File: config.mk
export PLATFORM = sky130hd
export DESIGN_NAME = checkpoint_slot_replacement
export DESIGN_NICKNAME = d
export VERILOG_FILES = /design/src/rtl/core/cpsr_pkg.sv /design/src/rtl/core/checkpoint_slot_replacement.sv /design/src/rtl/core/cpsr_ctrl.sv /design/src/rtl/core/cpsr_dpath.sv
export SDC_FILE = /design/constraint.sdc
export NUM_CORES = 1
export LEC_CHECK = 0
export ABC_AREA = 1
export BUFFER_PORTS_ARGS = -buffer_cell sky130_fd_sc_hd__buf_2
export CORE_MARGIN = 8
export CORE_UTILIZATION = 40
export CTS_BUF_LIST = sky130_fd_sc_hd__clkbuf_16
export CTS_CLUSTER_DIAMETER = 30
export CTS_CLUSTER_SIZE = 16
export DETAILED_ROUTE_END_ITERATION = 12
export MAX_ROUTING_LAYER = met4
export PLACE_DENSITY = 0.61
export SLEW_MARGIN = 10
export SYNTH_ARGS = -nofsm -noshare
export SYNTH_HDL_FRONTEND = slang
export SYNTH_SLANG_ARGS = --single-unit
File: constraint.sdc
create_clock -name clock -period 15 [get_ports clock]
set_input_delay 1.5 -clock clock [delete_from_list [all_inputs] [get_ports clock]]
set_output_delay 1.5 -clock clock [all_outputs]
set_load 0.01 [all_outputs]
File: src/rtl/core/cpsr_pkg.sv
// Shared types and constants for the checkpoint slot table.
// No dependencies; imported by every module of the block.
package cpsr_pkg;

   localparam int MAX_SLOTS_DEF = 16;

   localparam logic [7:0] LEVEL_PERSIST = 8'd255;
   localparam logic [7:0] LEVEL_TOP     = 8'd254;
   localparam logic [4:0] BASE_CAP_RESET = 5'd8;
   localparam logic [4:0] EXTRA_MAX      = 5'd31;

   // request codes
   localparam logic [2:0] ACT_ADD    = 3'd0;
   localparam logic [2:0] ACT_ERASE  = 3'd1;
   localparam logic [2:0] ACT_QUERY  = 3'd2;
   localparam logic [2:0] ACT_RESET  = 3'd3;
   localparam logic [2:0] ACT_NEWEST = 3'd4;

   typedef enum logic [3:0] {
      ST_IDLE,
      ST_SCAN,
      ST_DECIDE,
      ST_REMOVE,
      ST_INS_PREP,
      ST_INSERT,
      ST_PUT,
      ST_FETCH,
      ST_REPLY
   } state_type;

   typedef struct packed {
      logic load;
      logic scan;
      logic decide;
      logic remove;
      logic ins_prep;
      logic insert;
      logic put;
      logic fetch;
   } ctrl_cmd_type;

   typedef struct packed {
      logic scan_done;
      logic rm_done;
      logic ins_done;
   } dp_status_type;

endpackage

File: src/rtl/core/checkpoint_slot_replacement.sv
// Steps: scan, decide, shift-down, insert prep, shift-up, put, fetch and reply; the scan
//   and both shifts walk the table entries, and the other steps are single states.
// Throughput: one word at a time, paced by the slot memory with one read and one write port
//   (one entry per cycle); busy stays high through the reply strobe, the next word goes in after it.
// Reset: synchronous, active high; table empties, capacity back to base 8.
// The reply is shown for one cycle on rsp_valid; the receiver cannot stall.
module checkpoint_slot_replacement
   import cpsr_pkg::*;
#(
   parameter int MaxSlots = MAX_SLOTS_DEF
) (
   input  logic        clock,
   input  logic        reset,
   // request channel
   input  logic        start,
   output logic        busy,
   input  logic [2:0]  req_action,
   input  logic [31:0] req_step,
   input  logic        req_persistent,
   // reply channel
   output logic        rsp_valid,
   output logic        rsp_evicted_valid,
   output logic [31:0] rsp_evicted_step,
   output logic        rsp_found,
   output logic [31:0] rsp_newest_step,
   output logic [4:0]  rsp_entry_count,
   output logic [4:0]  rsp_capacity_now,
   output logic        rsp_refused,
   // base capacity register
   input  logic        csr_valid,
   output logic        csr_ready,
   input  logic [4:0]  csr_base_capacity
);

   ctrl_cmd_type  cmd;
   dp_status_type status;

   // register writes must only arrive while idle; the block does not enforce this and always takes them
   assign csr_ready = 1'b1;

   cpsr_ctrl u_ctrl (
      .clock     (clock),
      .reset     (reset),
      .start     (start),
      .status    (status),
      .cmd       (cmd),
      .busy      (busy),
      .rsp_valid (rsp_valid)
   );

   cpsr_dpath #(
      .MaxSlots (MaxSlots)
   ) u_dpath (
      .clock             (clock),
      .reset             (reset),
      .cmd               (cmd),
      .status            (status),
      .csr_we            (csr_valid && csr_ready),
      .csr_base_capacity (csr_base_capacity),
      .req_action        (req_action),
      .req_step          (req_step),
      .req_persistent    (req_persistent),
      .rsp_evicted_valid (rsp_evicted_valid),
      .rsp_evicted_step  (rsp_evicted_step),
      .rsp_found         (rsp_found),
      .rsp_newest_step   (rsp_newest_step),
      .rsp_entry_count   (rsp_entry_count),
      .rsp_capacity_now  (rsp_capacity_now),
      .rsp_refused       (rsp_refused)
   );

endmodule

File: src/rtl/core/cpsr_ctrl.sv
// Sequencer of the checkpoint slot table: one request at a time.
// Depends on cpsr_pkg for the state type and the command/status structs.
module cpsr_ctrl
   import cpsr_pkg::*;
(
   input  logic          clock,
   input  logic          reset,
   input  logic          start,
   input  dp_status_type status,
   output ctrl_cmd_type  cmd,
   output logic          busy,
   output logic          rsp_valid
);

   state_type state_ff, state_in;

   always_ff @(posedge clock) begin
      if (reset) begin
         state_ff <= ST_IDLE;
      end else begin
         state_ff <= state_in;
      end
   end

   always_comb begin
      state_in = state_ff;
      unique case (state_ff)
         ST_IDLE:     if (start) state_in = ST_SCAN;
         ST_SCAN:     if (status.scan_done) state_in = ST_DECIDE;
         ST_DECIDE:   state_in = ST_REMOVE;
         ST_REMOVE:   if (status.rm_done) state_in = ST_INS_PREP;
         ST_INS_PREP: state_in = ST_INSERT;
         ST_INSERT:   if (status.ins_done) state_in = ST_PUT;
         ST_PUT:      state_in = ST_FETCH;
         ST_FETCH:    state_in = ST_REPLY;
         ST_REPLY:    state_in = ST_IDLE;
         default:     state_in = ST_IDLE;
      endcase
   end

   always_comb begin
      cmd       = '0;
      busy      = 1'b1;
      rsp_valid = 1'b0;
      unique case (state_ff)
         ST_IDLE: begin
            busy     = 1'b0;
            cmd.load = start;
         end
         ST_SCAN:     cmd.scan     = 1'b1;
         ST_DECIDE:   cmd.decide   = 1'b1;
         ST_REMOVE:   cmd.remove   = 1'b1;
         ST_INS_PREP: cmd.ins_prep = 1'b1;
         ST_INSERT:   cmd.insert   = 1'b1;
         ST_PUT:      cmd.put      = 1'b1;
         ST_FETCH:    cmd.fetch    = 1'b1;
         ST_REPLY:    rsp_valid    = 1'b1;
         default:     busy         = 1'b1;
      endcase
   end

`ifndef NO_ASSERTIONS
   a_reply_once: assert property (@(posedge clock) disable iff (reset)
      state_ff == ST_REPLY |=> state_ff == ST_IDLE)
      else $error("reply strobe held past one cycle");
   a_start_busy: assert property (@(posedge clock) disable iff (reset)
      (start && !busy) |=> busy)
      else $error("accepted word did not raise busy");
   a_decide_once: assert property (@(posedge clock) disable iff (reset)
      state_ff == ST_DECIDE |-> $past(state_ff) == ST_SCAN)
      else $error("decide entered out of order");
`endif

endmodule

File: src/rtl/core/cpsr_dpath.sv
// Datapath of the checkpoint slot table: slot memory, scan, shift engine.
// Depends on cpsr_pkg; driven by cpsr_ctrl commands.
module cpsr_dpath
   import cpsr_pkg::*;
#(
   parameter int MaxSlots = MAX_SLOTS_DEF
) (
   input  logic          clock,
   input  logic          reset,
   input  ctrl_cmd_type  cmd,
   output dp_status_type status,
   input  logic          csr_we,
   input  logic [4:0]    csr_base_capacity,
   input  logic [2:0]    req_action,
   input  logic [31:0]   req_step,
   input  logic          req_persistent,
   output logic          rsp_evicted_valid,
   output logic [31:0]   rsp_evicted_step,
   output logic          rsp_found,
   output logic [31:0]   rsp_newest_step,
   output logic [4:0]    rsp_entry_count,
   output logic [4:0]    rsp_capacity_now,
   output logic          rsp_refused
);

   localparam int IW = (MaxSlots > 1) ? $clog2(MaxSlots) : 1;
   localparam int CW = $clog2(MaxSlots + 1);
   localparam int SW = CW + 6;
   localparam logic [CW-1:0] MAX_CNT = CW'(MaxSlots);

   // slot memory: {level, step}
   logic [39:0] mem [MaxSlots];
   logic [39:0] rdata_ff;
   logic [IW-1:0] raddr, waddr;
   logic [39:0] wdata;
   logic we;

   logic [CW-1:0] count_ff;
   logic [4:0]    extra_ff, base_ff;
   logic [CW-1:0] ptr_ff, wptr_ff;
   logic          rv_ff;
   logic [IW-1:0] ridx_ff;

   logic [2:0]  act_ff;
   logic [31:0] step_ff;
   logic        pers_ff;

   // scan results
   logic          match_ff, mpers_ff, hit_ff, pf_ff;
   logic [IW-1:0] midx_ff, victim_ff, pidx_ff;
   logic [CW-1:0] pos_ff;
   logic [7:0]    maxl_ff, lvl0_ff;
   logic [31:0]   vstep_ff, step0_ff;

   // plan registers
   logic          do_rm_ff, do_ins_ff;
   logic [CW-1:0] rm_dist_ff, ins_pos_ff;
   logic [7:0]    ins_lvl_ff;
   logic          ev_valid_ff, found_ff, refused_ff;
   logic [31:0]   ev_step_ff;

   logic [31:0] rd_step;
   logic [7:0]  rd_lvl;
   logic [CW-1:0] ptr_m1;
   logic fwd_issue, back_issue;

   assign rd_step    = rdata_ff[31:0];
   assign rd_lvl     = rdata_ff[39:32];
   assign ptr_m1     = ptr_ff - 1'b1;
   assign fwd_issue  = ptr_ff < count_ff;
   assign back_issue = ptr_ff > ins_pos_ff;

   // capacity from a given extra count
   logic [SW-1:0] base_c;
   always_comb begin
      base_c = (base_ff == 5'd0) ? SW'(1) : SW'(base_ff);
      if (base_c > SW'(MaxSlots)) base_c = SW'(MaxSlots);
   end

   function automatic logic [SW-1:0] cap_of(input logic [SW-1:0] b, input logic [4:0] x);
      logic [SW-1:0] s;
      s = b + SW'(x);
      if (s > SW'(MaxSlots)) s = SW'(MaxSlots);
      return s;
   endfunction

   // plan, from scan results
   logic          p_do_rm, p_do_ins, p_ev, p_found, p_ref;
   logic [CW-1:0] p_rm_pos, p_dist, p_ins_pos;
   logic [7:0]    p_lvl;
   logic [31:0]   p_ev_step;
   logic [4:0]    p_extra;
   logic [IW-1:0] p_victim;

   always_comb begin
      p_do_rm   = 1'b0;
      p_do_ins  = 1'b0;
      p_ev      = 1'b0;
      p_found   = 1'b0;
      p_ref     = 1'b0;
      p_rm_pos  = '0;
      p_dist    = CW'(1);
      p_ins_pos = pos_ff;
      p_lvl     = 8'd0;
      p_ev_step = 32'd0;
      p_extra   = extra_ff;
      p_victim  = hit_ff ? victim_ff : '0;
      case (act_ff)
         ACT_ADD: begin
            if (!match_ff) begin
               if (pers_ff && count_ff == MAX_CNT) begin
                  p_ref = 1'b1;
               end else begin
                  if (pers_ff && extra_ff != EXTRA_MAX) p_extra = extra_ff + 5'd1;
                  p_do_ins = 1'b1;
                  p_lvl    = pers_ff ? LEVEL_PERSIST : 8'd0;
                  if (SW'(count_ff) >= cap_of(base_c, p_extra)) begin
                     // evict, then insert into the shortened table
                     p_do_rm   = 1'b1;
                     p_ev      = 1'b1;
                     p_rm_pos  = CW'(p_victim);
                     p_ev_step = hit_ff ? vstep_ff : step0_ff;
                     if (!pers_ff && !hit_ff)
                        p_lvl = (lvl0_ff >= LEVEL_TOP) ? LEVEL_TOP : lvl0_ff + 8'd1;
                     if (CW'(p_victim) < pos_ff) p_ins_pos = pos_ff - 1'b1;
                  end
               end
            end
         end
         ACT_ERASE: begin
            if (match_ff && !mpers_ff) begin
               p_do_rm  = 1'b1;
               p_rm_pos = CW'(midx_ff);
               p_found  = 1'b1;
            end
         end
         ACT_QUERY: p_found = match_ff;
         ACT_RESET: begin
            if (pf_ff && pidx_ff != '0) begin
               p_do_rm = 1'b1;
               p_dist  = CW'(pidx_ff);
            end
         end
         default: p_found = 1'b0;
      endcase
   end

   // memory port selection
   always_comb begin
      raddr = ptr_ff[IW-1:0];
      we    = 1'b0;
      waddr = wptr_ff[IW-1:0];
      wdata = rdata_ff;
      if (cmd.insert) begin
         raddr = ptr_m1[IW-1:0];
         waddr = ridx_ff + 1'b1;
         we    = rv_ff;
      end else if (cmd.remove) begin
         we = rv_ff;
      end else if (cmd.put) begin
         waddr = ins_pos_ff[IW-1:0];
         wdata = {ins_lvl_ff, step_ff};
         we    = do_ins_ff;
      end else if (cmd.fetch) begin
         raddr = '0;
      end
   end

   always_ff @(posedge clock) begin
      rdata_ff <= mem[raddr];
      if (we) mem[waddr] <= wdata;
   end

   always_ff @(posedge clock) begin
      if (reset) begin
         count_ff <= '0;
         extra_ff <= '0;
         base_ff  <= BASE_CAP_RESET;
         rv_ff    <= 1'b0;
      end else begin
         if (csr_we) base_ff <= csr_base_capacity;
         if (cmd.load) begin
            act_ff   <= req_action;
            step_ff  <= req_step;
            pers_ff  <= req_persistent;
            ptr_ff   <= '0;
            rv_ff    <= 1'b0;
            match_ff <= 1'b0;
            mpers_ff <= 1'b0;
            hit_ff   <= 1'b0;
            pf_ff    <= 1'b0;
            pos_ff   <= '0;
            maxl_ff  <= 8'd0;
            midx_ff  <= '0;
            pidx_ff  <= '0;
            victim_ff <= '0;
            vstep_ff <= 32'd0;
            lvl0_ff  <= 8'd0;
            step0_ff <= 32'd0;
         end
         if (cmd.scan) begin
            rv_ff   <= fwd_issue;
            ridx_ff <= ptr_ff[IW-1:0];
            if (fwd_issue) ptr_ff <= ptr_ff + 1'b1;
            if (rv_ff) begin
               if (rd_step == step_ff && !match_ff) begin
                  match_ff <= 1'b1;
                  midx_ff  <= ridx_ff;
                  mpers_ff <= rd_lvl == LEVEL_PERSIST;
               end
               if (rd_step > step_ff) pos_ff <= pos_ff + 1'b1;
               if (!hit_ff) begin
                  if (rd_lvl < maxl_ff) begin
                     hit_ff    <= 1'b1;
                     victim_ff <= ridx_ff;
                     vstep_ff  <= rd_step;
                  end else if (rd_lvl > maxl_ff) begin
                     maxl_ff <= rd_lvl;
                  end
               end
               if (ridx_ff == '0) begin
                  lvl0_ff  <= rd_lvl;
                  step0_ff <= rd_step;
               end
               if (rd_lvl == LEVEL_PERSIST && !pf_ff) begin
                  pf_ff   <= 1'b1;
                  pidx_ff <= ridx_ff;
               end
            end
         end
         if (cmd.decide) begin
            do_rm_ff    <= p_do_rm;
            do_ins_ff   <= p_do_ins;
            rm_dist_ff  <= p_dist;
            ins_pos_ff  <= p_ins_pos;
            ins_lvl_ff  <= p_lvl;
            ev_valid_ff <= p_ev;
            ev_step_ff  <= p_ev_step;
            found_ff    <= p_found;
            refused_ff  <= p_ref;
            extra_ff    <= p_extra;
            ptr_ff      <= p_rm_pos + p_dist;
            wptr_ff     <= p_rm_pos;
            rv_ff       <= 1'b0;
         end
         if (cmd.remove && do_rm_ff) begin
            rv_ff <= fwd_issue;
            if (fwd_issue) ptr_ff <= ptr_ff + 1'b1;
            if (rv_ff) wptr_ff <= wptr_ff + 1'b1;
            if (status.rm_done) count_ff <= count_ff - rm_dist_ff;
         end
         if (cmd.ins_prep) begin
            ptr_ff <= count_ff;
            rv_ff  <= 1'b0;
         end
         if (cmd.insert && do_ins_ff) begin
            rv_ff   <= back_issue;
            ridx_ff <= ptr_m1[IW-1:0];
            if (back_issue) ptr_ff <= ptr_m1;
         end
         if (cmd.put && do_ins_ff) count_ff <= count_ff + 1'b1;
      end
   end

   assign status.scan_done = !fwd_issue && !rv_ff;
   assign status.rm_done   = !do_rm_ff || (!fwd_issue && !rv_ff);
   assign status.ins_done  = !do_ins_ff || (!back_issue && !rv_ff);

   assign rsp_evicted_valid = ev_valid_ff;
   assign rsp_evicted_step  = ev_step_ff;
   assign rsp_found         = found_ff;
   assign rsp_refused       = refused_ff;
   assign rsp_newest_step   = (count_ff != '0) ? rd_step : 32'd0;
   assign rsp_entry_count   = 5'(count_ff);
   assign rsp_capacity_now  = 5'(cap_of(base_c, extra_ff));

`ifndef NO_ASSERTIONS
   a_count_bound: assert property (@(posedge clock) disable iff (reset)
      count_ff <= MAX_CNT)
      else $error("entry count beyond table size");
   a_put_room: assert property (@(posedge clock) disable iff (reset)
      (cmd.put && do_ins_ff) |-> count_ff < MAX_CNT)
      else $error("insert into a full table");
   a_refuse_clean: assert property (@(posedge clock) disable iff (reset)
      cmd.put && refused_ff |-> !ev_valid_ff && !do_ins_ff && !do_rm_ff)
      else $error("refused add changed the table");
`endif

endmodule
Word-level counts from Yosys, hierarchy flattened
Memory sizes are Yosys's and may differ from the RTL's. A register that Yosys moved wholly into a read port is not among the register bits.
Cells that the tools add are included.
- magnitude comparators: 11
- multiplexer cells: 145
- reductions and logical operators: 43
- add/sub/neg operators: 13
- bitwise gates (word level): 5
- equality and inequality tests: 19
- operators by type and width (cell ; number):
    $mux W32 ; 11
    $mux W5 ; 33
    $mux W4 ; 30
    $mux W40 ; 3
    $mux W8 ; 14
    $mux W11 ; 5
    $mux W1 ; 45
    $gt A11 B5 Y1 const B ; 3
    $eq A32 B32 Y1 ; 1
    $gt A32 B32 Y1 ; 1
    $pmux W4 S8 ; 1
    $add A5 B1 Y5 const B ; 5
    $add A11 B5 Y11 ; 2
    $eq A4 B3 Y1 const B ; 4
    $logic_and A1 B1 Y1 ; 12
    $ge A5 B11 Y1 ; 1
    $logic_not A1 Y1 ; 10
    $pmux W5 S2 ; 1
    $sub A5 B1 Y5 const B ; 2
    $add A8 B1 Y8 const B ; 1
    $eq A4 B2 Y1 const B ; 2
    $eq A8 B8 Y1 const B ; 1
    $ge A8 B8 Y1 const B ; 1
    $gt A8 B8 Y1 ; 1
    30 further kinds ; 46
- bits of input ports: 45
- memories kept: 1
- logic and storage cells: 269
- RAM bits: 640
- output and inout port bits: 80
- register bits after elaboration: 226
- memory list (name ; depth ; width ; rd ports ; clocked after memory_dff ; write ports ; line ; text):
    u_dpath.mem ; 16 ; 40 ; 1 ; 1 ; 1 ; cpsr_dpath.sv:32 ; logic [39:0] mem [MaxSlots];

Logic depth before layout (Yosys ltp)
- depth after elaboration: 24
- depth in mapped cells: 37
- gate-level depth less buffers: 37

Hierarchy
From an unflattened synthesis, not the netlist that was laid out.
- cells, all modules: 3532
- area, all modules: 39829.4 µm²
- modules (own cells, without submodules) (module ; cells an instance ; sequential area each (µm²) ; instances ; area an instance (µm²)):
    cpsr_dpath ; 3475 ; 26465.4 ; 1 ; 39490.4
    cpsr_ctrl ; 55 ; 80.1 ; 1 ; 327.8
    checkpoint_slot_replacement ; 2 ; 0.0 ; 1 ; 11.3

Worst setup path before layout
OpenSTA, ideal clock, no wires.
- path kind: input -> register
- start point: in reset
- end point: reg u_dpath.base_ff[1]
- setup time: 86 ps
- slack: 9383 ps
- cell stages on the path: 5
- arrival time: 5532 ps
- required time: 14914 ps
- path buffers: 2
- path through: clkbuf_1 inv_1 clkbuf_1 o21ai_0 a21oi_1
- RTL lines (what ; line ; text):
    start, declared ; checkpoint_slot_replacement.sv:13 ; input logic reset,
    end signal, assigned ; cpsr_dpath.sv:181 ; if (csr_we) base_ff <= csr_base_capacity;
    end, declared ; cpsr_dpath.sv:39 ; logic [4:0] extra_ff, base_ff;

Final worst setup path
- start point: reg u_dpath.extra_ff[0]
- end point: reg u_dpath.ptr_ff[2], data pin
- cells in the longest elaborated chain, start to end: 24
- elaborated cells between the ends (all ways): 25
- classes of those cells: add/sub: 3; order compare: 2; eq/ne: 1; mux: 18; reduce/logical: 1
- RTL lines (what ; line ; text):
    start, declared ; cpsr_dpath.sv:39 ;
    start signal, assigned ; cpsr_dpath.sv:241 ; extra_ff <= p_extra;
    branches (longest 2 deep; another with $add A5 B1 Y5) ; -- ;
    $mux W5 * ; cpsr_dpath.sv:114 ; if (pers_ff && extra_ff != EXTRA_MAX) p_extra = extra_ff + 5'd1;
    $mux W5 * ; cpsr_dpath.sv:111 ; if (pers_ff && count_ff == MAX_CNT) begin
    $mux W5 * ; cpsr_dpath.sv:110 ; if (!match_ff) begin
    $mux W5 * ; cpsr_dpath.sv:108 ; case (act_ff)
    $add A11 B5 Y11 * ; cpsr_dpath.sv:82 ; s = b + SW'(x);
    $gt A11 B5 Y1 ; cpsr_dpath.sv:83 ; if (s > SW'(MaxSlots)) s = SW'(MaxSlots);
    $mux W11 * ; cpsr_dpath.sv:83 ;
    [7 not listed] ; -- ;
    $pmux W5 S2 * ; cpsr_dpath.sv:108 ;
    $add A5 B5 Y5 * ; cpsr_dpath.sv:242 ; ptr_ff <= p_rm_pos + p_dist;
    $mux W5 * ; cpsr_dpath.sv:231 ; if (cmd.decide) begin
    $mux W5 ; cpsr_dpath.sv:248 ; if (fwd_issue) ptr_ff <= ptr_ff + 1'b1;
    $mux W5 * ; cpsr_dpath.sv:246 ; if (cmd.remove && do_rm_ff) begin
    $mux W5 * ; cpsr_dpath.sv:252 ; if (cmd.ins_prep) begin
    $mux W5 ; cpsr_dpath.sv:259 ; if (back_issue) ptr_ff <= ptr_m1;
    $mux W5 * ; cpsr_dpath.sv:256 ; if (cmd.insert && do_ins_ff) begin
    end signal, assigned ; cpsr_dpath.sv:248 ;
    end signal, assigned ; cpsr_dpath.sv:253 ; ptr_ff <= count_ff;
    end signal, assigned ; cpsr_dpath.sv:259 ;
    end, declared ; cpsr_dpath.sv:40 ; logic [CW-1:0] ptr_ff, wptr_ff;
Mark *: on every way between the ends. The select of a mux whose other input is x is not followed.
A chain may end at the register's enable or synchronous reset.

==> metrics.md <==
| Metric | Value |
|---|---|
| Status | `finished, final reports clean` |
| CTS tree | `yes` |
| DRC | `0` |
| Synth Flop Type | `edfxtp_1` |
| Crit path DAT | `around 6300 ps` |
| Cells after synthesis | `3599` |
| H-tree levels | `4` |
| Final worst-path cycle share | `a little under two fifths` |
| WP data required | `approximately 16000 ps` |
| Number of max-cap violations | `0` |
| Detailed Route WL | `about 110 mm` |
| Worst slew pin tran | `~1200 ps` |
| Clock Skews | `roughly 48 ps` |
| Largest net degree at the start of global routing | `260` |
| Hold Path Origin | `u_dpath.base_ff[2]` |
| Postcts setup bufs | `0` |
| Slew HR | `about 22%` |
| Clock Sink Count | `between 900 and 1000` |
| Tot GR Track Use | `19.6%` |
| Post-synth top cells | `844 x edfxtp_1, 674 x nand2_1, 557 x inv_1, 372 x nand3_1, 323 x o211ai_1` |
| GRT met3 Usage | `4.05%` |
| Resize count post-CTS | `0` |
| Row count | `approximately 120` |
| Reported leakage power | `19.2 nW` |
| Area Overhead vs Synth | `20.2%` |
| RePlAce Congestion | `between 0.8 and 0.9` |
| Seq cells post-synth | `between 900 and 1000` |
| R2R depth | `32` |
| Final Hold Vio Count | `0` |
| Sum Neg Setup Slack | `0 ps` |
| Detail Placement HPWL | `just under 60 mm` |
| Crit path largest cell delay | `500 ps` |
| Synth area leaders | `edfxtp_1 63%, nand2_1 6.3%, o211ai_1 6.1%` |
| Syn. warnings | `0` |
| Hold path endpoint | `u_dpath.base_ff[2]` |
| Nets | `3922` |
| Cell area power density | `~210 nW/um^2` |
| CP max FO | `7` |
| Synth top area share | `63.4%` |
| Fin. max-slew vios | `0` |
| R2R setup slack | `9290 ps` |
| Worst Hold Depth | `2` |
| Via count | `about 28000` |
| Setup WS post-layout | `a little over 9000 ps` |
| Initial Utilization | `roughly two fifths` |
| Die area | `around 110000 um^2` |
| First-pass GRT wire length | `between 150 and 200 mm` |
| Mapped Nets | `3735` |
| Asr flop ratio synth | `0%` |
| Gr ovfl total | `0` |
| Setup Viol. Count Final | `0` |
| Wirelength per Cell | `20.7 um` |
| CP startpoint kind | `register` |
| GR Util met1 | `between 20% and 30%` |
| Type of the most critical hold path | `register to register` |
| Max Buffers Root-to-Sink | `3` |
| Layout Cells excl Fill | `between 5000 and 6000` |
| Final ANT Viol Nets | `0` |
| Core area | `~100000 um^2` |
| IO buf count | `123` |
| Number of hold buffers added after CTS | `0` |
| Final core utilization | `between 40% and 50%` |
| Reg2reg end | `u_dpath.ptr_ff[2]` |
| Place WS | `just over 9000 ps` |
| Mean post-synth cell area | `11.1 um^2` |
| I/O pins | `about 130` |
| Initial antenna violation count | `6` |
| Worst ir drop on vdd | `around 0.22 mV` |
| Crit path time final | `5710 ps` |
| RSZ-0062 raised after global routing | `false` |
| Filler Cells Inserted | `just under 9000` |
| Cell count after placement | `just under 5000` |
| Post-synthesis cell area | `roughly 40000 um^2` |
| Initial drt markers | `about 2700` |
| Busiest metal layer after global routing | `met2` |
| Clk_lat worst skew | `approximately 750 ps` |
| Root Driver | `clkbuf_16` |
| Reg2Reg Launch Point | `u_dpath.extra_ff[0]` |
| Drt via density | `between 5 and 6` |
| Clk slew on worst S/H paths | `around 40 ps` |
| Synth area leader | `edfxtp_1` |
| Met2 GRT Util | `~30%` |
| Fmax | `0.175 GHz` |
| Vias in the first global route | `roughly 26000` |
| Fraction of layout cells with a size suffix above 1 | `a little over an eighth` |
| Cell mode on critical path | `nand2_1` |
| Post-synth cell types | `between 40 and 50` |
| Post-synth EDFFs | `roughly 840` |
| Sequential area share after synthesis | `between 60% and 70%` |
| Chip width | `around 330 um` |
| Crit path max-delay cell type | `fa_1` |
| Top-count cell post-synth | `edfxtp_1` |
| Crit. End Element | `register` |
| Hold Slack | `490 ps` |
| TritonCTS buffer count | `about 170` |
| DR pass1 iterations | `8` |
| Setup CP Type | `register to register` |
| Die Ht | `between 300 and 400 um` |
routing by layer:
layer  vias up  wire, um
met5         -         0
met3       197      8640
li1      13000         -
met2      1046     49100
met4         0      2810
met1     13300     47800
worst max-delay path: cells and delay by family, from the launching register on:
family | cells | cell delay, ps
buf+inv | 5 | 270
fa+ha+maj | 7 | 2040
flops | 1 | 350
simple gates | 15 | 2090
compound gates | 3 | 360
xor+xnor | 2 | 420
cell type report:
cell class / instances / area (um^2) / share of cell area (%)
sequential: 904 / 26500 / 55.2
multi-input combinational: 1943 / 10700 / 22.4
clock buffer: 169 / 4230 / 8.80
inverter: 567 / 2140 / 4.45
tap: 1298 / 1620 / 3.38
clock inverter: 144 / 1560 / 3.25
timing repair buffer: 201 / 1210 / 2.53
antenna: 1 / 2.50 / 0.00521
worst max path at each step:
stage | slack, ps | startpoint | cells after the start | endpoint
2_1_floorplan | 9380 | reset | 5 | u_dpath.base_ff[1]
3_3_place_gp | 9460 | u_dpath.extra_ff[0] | 24 | u_dpath.ins_pos_ff[2]
3_5_place_dp | 9360 | u_dpath.extra_ff[0] | 32 | u_dpath.ptr_ff[2]
4_1_cts | 9320 | u_dpath.extra_ff[0] | 32 | u_dpath.ptr_ff[2]
5_1_grt | 8770 | u_dpath.extra_ff[0] | 33 | u_dpath.ptr_ff[2]
6_report | 9290 | u_dpath.extra_ff[0] | 32 | u_dpath.ptr_ff[2]
stage by stage:
| stage | power (mW) | cell area [um^2] |
|---|---|---|
| 6_report | 10.2 | 48100 |
| 4_1_cts | 10.2 | 48100 |
| 2_1_floorplan | 5.41 | 40000 |
| 3_3_place_gp | 6.36 | 42300 |
| 3_5_place_dp | 6.40 | 42300 |
| 5_1_grt | 10.7 | 48100 |
layout by cell type (no fill, tap or decap), drive strengths merged, types with 3 or more instances in the layout:
master | synthesis | routed
edfxtp | 844 | 844
nand2 | 675 | 675
inv | 564 | 598
nand3 | 372 | 372
o211ai | 323 | 323
buf | 58 | 201
o21ai | 186 | 186
clkbuf | 127 | 169
a21oi | 108 | 108
ha | 87 | 87
nor2 | 86 | 86
clkinv | 3 | 68
dfxtp | 60 | 60
bufinv | 0 | 24
clkinvlp | 0 | 21
xor2 | 20 | 20
nand4 | 19 | 19
nor3 | 14 | 14
xnor2 | 10 | 10
nor4 | 5 | 5
a31oi | 4 | 4
fa | 4 | 4
a21o | 3 | 3
or2 | 3 | 3
o21a | 3 | 3
sequential cells by signal, indices dropped and copies added, names as in the netlist, 5 cells and up:
name and flops:
u_dpath.step_ff 32, u_dpath.rsp_entry_count 5, u_dpath.rdata_ff 40, u_dpath.base_ff 5
u_dpath.vstep_ff 32, u_dpath.ins_lvl_ff 8, u_dpath.mem 640, u_dpath.ptr_ff 5
u_dpath.step0_ff 32, u_dpath.maxl_ff 8, u_dpath.rsp_evicted_step 32, u_dpath.lvl0_ff 8
u_dpath.pos_ff 5, u_dpath.ins_pos_ff 5, u_dpath.extra_ff 5
cell families after synthesis:
family | synth area share [%]
multiplexers | 0.0282
AND/OR/NAND/NOR | 12.5
flip-flops | 66.4
buffers and inverters | 7.18
other | 0.00938
adder cells (fa/ha/maj) | 2.92
XOR/XNOR | 0.657
AO/OA/AOI/OAI | 10.3
power breakdown:
group / internal [mW] / switching [mW]
Sequential: 3.31 / 0.175
Clock: 2.47 / 1.30
Combinational: 0.850 / 2.06
(Power assumes the default switching activity.)
